===== src/hw/rtl/iec_pkg.sv =====
package iec_pkg;

    localparam int DATA_W     = 16;
    localparam int WIDE_W     = 17;
    localparam int ACC_W      = 36;
    localparam int CFG_DATA_W = 15;
    localparam int CFG_IDX_W  = 2;

    localparam logic [CFG_IDX_W-1:0] CFG_QUAT_LIMIT  = 2'd0;
    localparam logic [CFG_IDX_W-1:0] CFG_ACCEL_DZ    = 2'd1;
    localparam logic [CFG_IDX_W-1:0] CFG_ACCEL_LIMIT = 2'd2;

    localparam logic [CFG_DATA_W-1:0] QUAT_LIMIT_RST  = 15'd16;
    localparam logic [CFG_DATA_W-1:0] ACCEL_DZ_RST    = 15'd8;
    localparam logic [CFG_DATA_W-1:0] ACCEL_LIMIT_RST = 15'd16;

    // unit quaternion real part in Q2.14
    localparam logic signed [DATA_W-1:0] QUAT_ONE = 16'sd16384;

    localparam logic KIND_QUAT  = 1'b0;
    localparam logic KIND_ACCEL = 1'b1;

    typedef struct packed {
        logic                     command;
        logic signed [DATA_W-1:0] w_val;
        logic signed [DATA_W-1:0] x_val;
        logic signed [DATA_W-1:0] y_val;
        logic signed [DATA_W-1:0] z_val;
    } iec_in_t;

    typedef struct packed {
        logic                     kind;
        logic signed [DATA_W-1:0] w_out;
        logic signed [DATA_W-1:0] x_out;
        logic signed [DATA_W-1:0] y_out;
        logic signed [DATA_W-1:0] z_out;
        logic                     changed;
    } iec_out_t;

    // control of the shared multiply-accumulate unit
    typedef struct packed {
        logic en;
        logic clr;
        logic sub;
    } mac_ctl_t;

endpackage


===== src/hw/rtl/iec_in_if.sv =====
interface iec_in_if;
    logic             valid;
    logic             ready;
    iec_pkg::iec_in_t data;

    modport source (output valid, output data, input ready);
    modport sink (input valid, input data, output ready);
endinterface


===== src/hw/rtl/iec_out_if.sv =====
interface iec_out_if;
    logic              valid;
    logic              ready;
    iec_pkg::iec_out_t data;

    modport source (output valid, output data, input ready);
    modport sink (input valid, input data, output ready);
endinterface


===== src/hw/rtl/imu_event_conditioner.sv =====
// Quaternion event: steps from input transfer to result valid
//   (4 dot-product steps, sign fix, limit square, 4 distance steps, result).
// Acceleration event: one axis per cycle, then result.
// One shared 17x17 MAC unit, one item at a time.
// Reset: kept and reported quaternions to (1,0,0,0), reported accel to zero,
//   registers to 16 / 8 / 16, no result pending.
module imu_event_conditioner (
    input  logic                               clk,
    input  logic                               rst_n,
    iec_in_if.sink                             in_ch,
    iec_out_if.source                          out_ch,
    input  logic                               cfg_we,
    input  logic [iec_pkg::CFG_IDX_W-1:0]      cfg_addr,
    input  logic [iec_pkg::CFG_DATA_W-1:0]     cfg_wdata
);
    import iec_pkg::*;

    localparam logic [2:0] S_IDLE = 3'd0;
    localparam logic [2:0] S_DOT  = 3'd1;
    localparam logic [2:0] S_FLIP = 3'd2;
    localparam logic [2:0] S_LIM  = 3'd3;
    localparam logic [2:0] S_DIST = 3'd4;
    localparam logic [2:0] S_ACC  = 3'd5;
    localparam logic [2:0] S_DONE = 3'd6;

    function automatic logic signed [WIDE_W-1:0] sx(input logic signed [DATA_W-1:0] v);
        sx = {v[DATA_W-1], v};
    endfunction

    function automatic logic signed [DATA_W-1:0] neg_sat(input logic signed [DATA_W-1:0] v);
        logic signed [DATA_W-1:0] r;
        r = -v;
        if (v == {1'b1, {(DATA_W-1){1'b0}}})
        begin
            r = {1'b0, {(DATA_W-1){1'b1}}};
        end
        neg_sat = r;
    endfunction

    logic [2:0]                state_reg, state_next;
    logic [1:0]                idx_reg, idx_next;
    logic                      kind_reg, kind_next;
    logic                      chg_reg, chg_next;
    logic signed [DATA_W-1:0]  q_reg [4];
    logic signed [DATA_W-1:0]  q_next [4];
    logic signed [DATA_W-1:0]  last_reg [4];
    logic signed [DATA_W-1:0]  last_next [4];
    logic signed [DATA_W-1:0]  rep_q_reg [4];
    logic signed [DATA_W-1:0]  rep_q_next [4];
    logic signed [DATA_W-1:0]  rep_a_reg [3];
    logic signed [DATA_W-1:0]  rep_a_next [3];
    logic [CFG_DATA_W-1:0]     qlim_reg, dz_reg, alim_reg;
    iec_out_t                  out_reg, out_next;
    logic                      out_valid_reg, out_valid_next;

    mac_ctl_t                  mac_ctl;
    logic signed [WIDE_W-1:0]  mac_a, mac_b;
    logic signed [ACC_W-1:0]   acc;

    logic                      in_fire;
    logic                      out_fire;
    logic                      flip;
    logic                      dist_over;
    logic signed [WIDE_W-1:0]  d_val;
    logic [1:0]                aidx;
    logic signed [DATA_W-1:0]  ax;
    logic signed [WIDE_W-1:0]  ax_w;
    logic [WIDE_W-1:0]         mag;
    logic signed [DATA_W-1:0]  a_dz;
    logic signed [WIDE_W-1:0]  adiff;
    logic [WIDE_W-1:0]         adabs;

    iec_mac u_mac (
        .clk (clk),
        .ctl (mac_ctl),
        .a   (mac_a),
        .b   (mac_b),
        .acc (acc)
    );

    assign in_ch.ready  = (state_reg == S_IDLE);
    assign in_fire      = in_ch.valid && in_ch.ready;
    assign out_ch.valid = out_valid_reg;
    assign out_ch.data  = out_reg;
    assign out_fire     = out_valid_reg && out_ch.ready;

    assign flip      = acc[ACC_W-1];
    // accumulator holds dist^2 - limit^2
    assign dist_over = !acc[ACC_W-1] && (acc != '0);
    assign d_val     = sx(q_reg[idx_reg]) - sx(rep_q_reg[idx_reg]);

    // acceleration datapath, one axis per cycle
    assign aidx  = idx_reg + 2'd1;
    assign ax    = q_reg[aidx];
    assign ax_w  = sx(ax);
    assign mag   = ax[DATA_W-1] ? WIDE_W'(-ax_w) : WIDE_W'(ax_w);
    assign a_dz  = (mag < {2'b00, dz_reg}) ? '0 : ax;
    assign adiff = sx(a_dz) - sx(rep_a_reg[idx_reg]);
    assign adabs = adiff[WIDE_W-1] ? WIDE_W'(-adiff) : WIDE_W'(adiff);

    always_comb
    begin
        state_next     = state_reg;
        idx_next       = idx_reg;
        kind_next      = kind_reg;
        chg_next       = chg_reg;
        q_next         = q_reg;
        last_next      = last_reg;
        rep_q_next     = rep_q_reg;
        rep_a_next     = rep_a_reg;
        out_next       = out_reg;
        out_valid_next = out_valid_reg;
        mac_ctl        = '0;
        mac_a          = '0;
        mac_b          = '0;

        if (out_fire)
        begin
            out_valid_next = 1'b0;
        end

        unique case (state_reg)
            S_IDLE:
            begin
                if (in_fire)
                begin
                    kind_next = in_ch.data.command;
                    q_next[0] = in_ch.data.w_val;
                    q_next[1] = in_ch.data.x_val;
                    q_next[2] = in_ch.data.y_val;
                    q_next[3] = in_ch.data.z_val;
                    chg_next  = 1'b0;
                    idx_next  = '0;
                    state_next = (in_ch.data.command == KIND_ACCEL) ? S_ACC : S_DOT;
                end
            end
            S_DOT:
            begin
                mac_ctl.en  = 1'b1;
                mac_ctl.clr = (idx_reg == 2'd0);
                mac_a       = sx(q_reg[idx_reg]);
                mac_b       = sx(last_reg[idx_reg]);
                idx_next    = idx_reg + 2'd1;
                if (idx_reg == 2'd3)
                begin
                    state_next = S_FLIP;
                end
            end
            S_FLIP:
            begin
                for (int i = 0; i < 4; i++)
                begin
                    q_next[i]    = flip ? neg_sat(q_reg[i]) : q_reg[i];
                    last_next[i] = q_next[i];
                end
                state_next = S_LIM;
            end
            S_LIM:
            begin
                mac_ctl.en  = 1'b1;
                mac_ctl.clr = 1'b1;
                mac_ctl.sub = 1'b1;
                mac_a       = {2'b00, qlim_reg};
                mac_b       = {2'b00, qlim_reg};
                idx_next    = '0;
                state_next  = S_DIST;
            end
            S_DIST:
            begin
                mac_ctl.en = 1'b1;
                mac_a      = d_val;
                mac_b      = d_val;
                idx_next   = idx_reg + 2'd1;
                if (idx_reg == 2'd3)
                begin
                    state_next = S_DONE;
                end
            end
            S_ACC:
            begin
                q_next[aidx] = a_dz;
                if (adabs >= {2'b00, alim_reg})
                begin
                    chg_next = 1'b1;
                end
                idx_next = idx_reg + 2'd1;
                if (idx_reg == 2'd2)
                begin
                    state_next = S_DONE;
                end
            end
            S_DONE:
            begin
                // wait here while the previous result is still unclaimed
                if (!out_valid_reg || out_ch.ready)
                begin
                    out_valid_next = 1'b1;
                    out_next.kind  = kind_reg;
                    out_next.x_out = q_reg[1];
                    out_next.y_out = q_reg[2];
                    out_next.z_out = q_reg[3];
                    if (kind_reg == KIND_ACCEL)
                    begin
                        out_next.w_out   = '0;
                        out_next.changed = chg_reg;
                        if (chg_reg)
                        begin
                            for (int i = 0; i < 3; i++)
                            begin
                                rep_a_next[i] = q_reg[i+1];
                            end
                        end
                    end
                    else
                    begin
                        out_next.w_out   = q_reg[0];
                        out_next.changed = dist_over;
                        if (dist_over)
                        begin
                            rep_q_next = q_reg;
                        end
                    end
                    state_next = S_IDLE;
                end
            end
            default:
            begin
                state_next = S_IDLE;
            end
        endcase
    end

    always_ff @(posedge clk or negedge rst_n)
    begin
        if (!rst_n)
        begin
            state_reg     <= S_IDLE;
            idx_reg       <= '0;
            out_valid_reg <= 1'b0;
            qlim_reg      <= QUAT_LIMIT_RST;
            dz_reg        <= ACCEL_DZ_RST;
            alim_reg      <= ACCEL_LIMIT_RST;
            for (int i = 0; i < 4; i++)
            begin
                last_reg[i]  <= (i == 0) ? QUAT_ONE : '0;
                rep_q_reg[i] <= (i == 0) ? QUAT_ONE : '0;
            end
            for (int i = 0; i < 3; i++)
            begin
                rep_a_reg[i] <= '0;
            end
        end
        else
        begin
            state_reg     <= state_next;
            idx_reg       <= idx_next;
            out_valid_reg <= out_valid_next;
            last_reg      <= last_next;
            rep_q_reg     <= rep_q_next;
            rep_a_reg     <= rep_a_next;
            if (cfg_we)
            begin
                unique case (cfg_addr)
                    CFG_QUAT_LIMIT:  qlim_reg <= cfg_wdata;
                    CFG_ACCEL_DZ:    dz_reg   <= cfg_wdata;
                    CFG_ACCEL_LIMIT: alim_reg <= cfg_wdata;
                    default:         ;
                endcase
            end
        end
    end

    always_ff @(posedge clk)
    begin
        kind_reg <= kind_next;
        chg_reg  <= chg_next;
        q_reg    <= q_next;
        out_reg  <= out_next;
    end

endmodule


===== src/hw/rtl/iec_mac.sv =====
module iec_mac (
    input  logic                                   clk,
    input  iec_pkg::mac_ctl_t                      ctl,
    input  logic signed [iec_pkg::WIDE_W-1:0]      a,
    input  logic signed [iec_pkg::WIDE_W-1:0]      b,
    output logic signed [iec_pkg::ACC_W-1:0]       acc
);
    import iec_pkg::*;

    logic signed [2*WIDE_W-1:0] prod;
    logic signed [ACC_W-1:0]    prod_ext;
    logic signed [ACC_W-1:0]    base;
    logic signed [ACC_W-1:0]    acc_reg;
    logic signed [ACC_W-1:0]    acc_next;

    assign prod     = a * b;
    assign prod_ext = ACC_W'(prod);
    assign base     = ctl.clr ? '0 : acc_reg;

    always_comb
    begin
        acc_next = acc_reg;
        if (ctl.en)
        begin
            acc_next = ctl.sub ? (base - prod_ext) : (base + prod_ext);
        end
    end

    always_ff @(posedge clk)
    begin
        acc_reg <= acc_next;
    end

    assign acc = acc_reg;

endmodule


===== src/flat_wrapper.sv =====
// flat-port wrapper written by rule: the top's interface ports become plain ports
module imu_event_conditioner_flat import iec_pkg::*;
  (clk, rst_n, cfg_we, cfg_addr, cfg_wdata, in_ch_valid, in_ch_data, in_ch_ready, out_ch_valid, out_ch_data, out_ch_ready);
  iec_in_if in_ch_i ();
  iec_out_if out_ch_i ();
  input  logic clk;
  input  logic rst_n;
  input  logic cfg_we;
  input  logic [iec_pkg::CFG_IDX_W-1:0] cfg_addr;
  input  logic [iec_pkg::CFG_DATA_W-1:0] cfg_wdata;
  input wire logic [$bits(in_ch_i.valid)-1:0] in_ch_valid;
  input wire logic [$bits(in_ch_i.data)-1:0] in_ch_data;
  output wire logic [$bits(in_ch_i.ready)-1:0] in_ch_ready;
  output wire logic [$bits(out_ch_i.valid)-1:0] out_ch_valid;
  output wire logic [$bits(out_ch_i.data)-1:0] out_ch_data;
  input wire logic [$bits(out_ch_i.ready)-1:0] out_ch_ready;
  assign in_ch_i.valid = in_ch_valid;
  assign in_ch_i.data = in_ch_data;
  assign in_ch_ready = in_ch_i.ready;
  assign out_ch_valid = out_ch_i.valid;
  assign out_ch_data = out_ch_i.data;
  assign out_ch_i.ready = out_ch_ready;
  imu_event_conditioner u_core (.clk(clk), .rst_n(rst_n), .in_ch(in_ch_i), .out_ch(out_ch_i), .cfg_we(cfg_we), .cfg_addr(cfg_addr), .cfg_wdata(cfg_wdata));
endmodule

===== config.mk =====
export PLATFORM = sky130hd
export DESIGN_NAME = imu_event_conditioner_flat
export DESIGN_NICKNAME = d
export VERILOG_FILES = /design/src/hw/rtl/iec_pkg.sv /design/src/hw/rtl/iec_in_if.sv /design/src/hw/rtl/iec_out_if.sv /design/src/hw/rtl/imu_event_conditioner.sv /design/src/hw/rtl/iec_mac.sv /design/src/flat_wrapper.sv
export SDC_FILE = /design/constraint.sdc
export NUM_CORES = 2
export LEC_CHECK = 0
export BUFFER_PORTS_ARGS = -buffer_cell sky130_fd_sc_hd__buf_2
export CORE_AREA = 8 8 354 356
export CTS_CLUSTER_DIAMETER = 40
export DETAILED_ROUTE_END_ITERATION = 8
export DIE_AREA = 0 0 362 364
export PLACE_DENSITY = 0.47
export SLEW_MARGIN = 20
export SYNTH_ARGS = -nofsm -noshare
export SYNTH_HDL_FRONTEND = slang
export SYNTH_SLANG_ARGS = --single-unit

===== constraint.sdc =====
create_clock -name clk -period 17.05 [get_ports clk]
set_input_delay 3.41 -clock clk [delete_from_list [all_inputs] [get_ports clk]]
set_output_delay 3.41 -clock clk [all_outputs]
set_load 0.01 [all_outputs]

==> results.tsv <==
stage	metric	value	unit
setup_path	Crit Path Max Fanout	40	
layout	Fill cells	12300	
global_route	first-pass GRT wire length	189000	um
sta	worst slew pin tran	1.06	ns
logic_synthesis	Synth cell types	82	
logic_synthesis	Post-Syn Instances	3566	
sta	Tmin final	13.78	ns
layout	layout cells sized above 1	0.166	
sta	highest clock rate	0.0726	GHz
global_route	largest net degree at the start of global routing	101	
setup_path	CP required	17.42	ns
logic_synthesis	syn avg cell area	9.97	um2
clocking	clock latency on the worst-skew pair	0.66	ns
setup_path	crit path launch type	flip-flop	
sta	max-slew violation count	0	
clocking	CTS tree	yes	
place	RePlAce Congestion	0.873	
sta	setup-violating endpoint count in the final report	0	
logic_synthesis	Yosys top cell area share	0.169	
clocking	clock sinks	395	
die	Die H	364	um
logic_synthesis	Post-synth ARST share	0.575	
logic_synthesis	Main synth FF type	dfrtp_1	
route	drt first pass iters	6	
job	max-cap check violation count	0	
logic_synthesis	cell accounting for the most synthesized area	fa_1	
clocking	clock tree buffer depth	3	
place	IO Port Bufs	154	
status	status	finished, final reports clean	
sta	final setup skew	0.0279	ns
logic_synthesis	commonest cells in the netlist	407 x inv_1, 304 x nor2_1, 300 x fa_1	
route	final WL	126000	um
worst_hold_path	hold_sp	u_core.last_reg[62]	
sta	final hold violation count	0	
logic_synthesis	top-count cell post-synth	inv_1	
logic_synthesis	Synthesis Warnings	0	
die	I/O pin count	155	
place	hpwl dp	98000	um
setup_path	kind of critical path	reg2reg	
setup_path	CP Launch Point	u_core.idx_reg[0]	
die	Chip Width	362	um
clocking	Reg clk slew, reported paths	0.05	ns
die	die area	132000	um2
logic_synthesis	number of enable flip-flop cells after synthesis	168	
global_route	total global routing overflow	0	
global_route	total global-route track usage	0.189	
setup_path	Max stage delay on crit path	0.88	ns
global_route	vias in the first global route	28600	
setup_path	worst flop-to-flop path startpoint	u_core.idx_reg[0]	
clocking	PostCTS Resize Cnt	0	
setup_path	R2R setup slack	3.27	ns
logic_synthesis	Seq cells post-synth	395	
layout	fin util	0.342	
sta	RSZ-0062 raised after global routing	false	
clocking	CTS root buf	clkbuf_16	
route	# DRC	0	
logic_synthesis	Post-Syn Area	35500	um2
route	vias	27800	
route	Post-DRT Antenna Nets	0	
setup_path	crit end category	flip-flop	
layout	nets	4264	
sta	Fin Hold WS	0.470	ns
clocking	CTS Hold Bufs	0	
setup_path	Arr. time, crit path	14.15	ns
global_route	initial antenna violation count	6	
logic_synthesis	sequential share of the synthesized area	0.302	
die	core area	119000	um2
route	DR iter-0 viols	2265	
logic_synthesis	ranking of synthesized cells by area	fa_1 17%, dfrtp_1 16%, edfxtp_1 14%, ha_1 6.8%, mux2_2 4.8%	
die	cell row count	127	
sta	final setup TNS	0	ns
layout	max FFs per register	66	
layout	Area growth syn-to-layout	15.0	%
route	routed vias/inst	5.18	
clocking	TritonCTS buffer count	73	
route	WL/cell	23.5	um
clocking	Post-CTS Setup Bufs	0	
sta	Slew headroom	0.290	
worst_hold_path	Min-Delay Path Class	reg2reg	
clocking	H-tree depth	3	
setup_path	most used cell, CP	fa_1	
logic_synthesis	Mapped Nets	4146	
layout	Sequential Area	10700	um2
layout	footprint of the multi-input gates	22700	um2
sta	fin crit share	0.808	
setup_path	Crit-path slowest cell	dfrtp_4	
die	initial core utilization	0.298	
[layout make-up]
cell class	instances	area share
inverter	408	0.0375
antenna	1	0.0000612
tap	1612	0.0494
sequential	395	0.263
multi-input combinational	2584	0.555
clock buffer	88	0.0471
clock inverter	46	0.0166
timing repair buffer	222	0.0316
[worst paths after layout]
path                                             end  depth (start not counted)
worst max-delay path            u_core.u_mac.acc[35]                         44
worst min-delay path             u_core.last_reg[62]                          2
worst max register to register  u_core.u_mac.acc[35]                         44
worst min register to register   u_core.last_reg[62]                          2
max in group asynchronous       u_core.rep_q_reg[21]                          3
min in group asynchronous       u_core.rep_a_reg[11]                          1
[per-stage QoR]
| step | cell area (um2) | std cells | worst slack, ns |
|---|---|---|---|
| 6_report | 40900 | 5356 | 3.27 |
| 3_5_place_dp | 38200 | 5220 | 2.81 |
| 3_3_place_gp | 38200 | 5220 | 3.02 |
| 2_1_floorplan | 35500 | 3566 | 3.01 |
| 5_1_grt | 40900 | 5355 | 2.05 |
| 4_1_cts | 40800 | 5354 | 2.80 |
[worst max-delay path: cells and delay by family (launching register included)]
kind | cells | cell delay [ns]
muxes | 1 | 0.59
AOI/OAI and AO/OA | 13 | 3.69
adders and majority gates | 10 | 4.16
xor gates and xnor gates | 3 | 0.43
buffers and inverters | 5 | 0.37
and+or+nand+nor | 12 | 3.36
DFF | 1 | 0.88
[layer usage]
metal	part of all wire	wire (um)	global-route usage	vias up
li1	-	-	-	12600
met1	0.45	56900	0.254	14100
met2	0.45	56600	0.302	848
met3	0.060	7600	0.0368	197
met4	0.039	4980	0.0682	4
met5	0.00021	27	0	-
[cell families (layout without fill, tap and decap cells)]
kind of cell	Yosys count	in the layout	share of synthesized area
XOR/XNOR	158	158	0.0393
multiplexers	239	239	0.0948
AND/OR/NAND/NOR	976	976	0.131
adder cells (fa/ha/maj)	493	493	0.237
flip-flops	395	395	0.302
buffers and inverters	587	764	0.0628
AO/OA/AOI/OAI	718	718	0.134
other	0	1	0
[cells in the final DEF (no fill, tap or decap), types with 16 or more instances in the layout]
master / n
mux2_2: 150
a31oi_1: 34
edfxtp_1: 168
buf_2: 153
and2_1: 55
nand2_1: 297
xor2_1: 70
a211oi_1: 30
nor3_1: 36
buf_4: 67
mux4_2: 63
mux2i_1: 26
o21ai_1: 35
dfrtp_1: 220
or3_1: 38
inv_1: 406
a311oi_1: 19
nor2_1: 300
a21o_1: 95
fa_1: 300
a22oi_1: 16
nor2b_1: 29
nor3b_1: 23
a21oi_1: 140
o31ai_1: 24
nand3_1: 38
o211ai_1: 31
clkbuf_16: 73
xnor2_1: 87
o21ai_0: 135
nand2b_1: 33
o21a_1: 32
ha_1: 193
a221oi_1: 31
nor4_1: 16
Power is not shown: default switching activity piles up to over one toggle a cycle in this logic, so the estimate is an artifact.
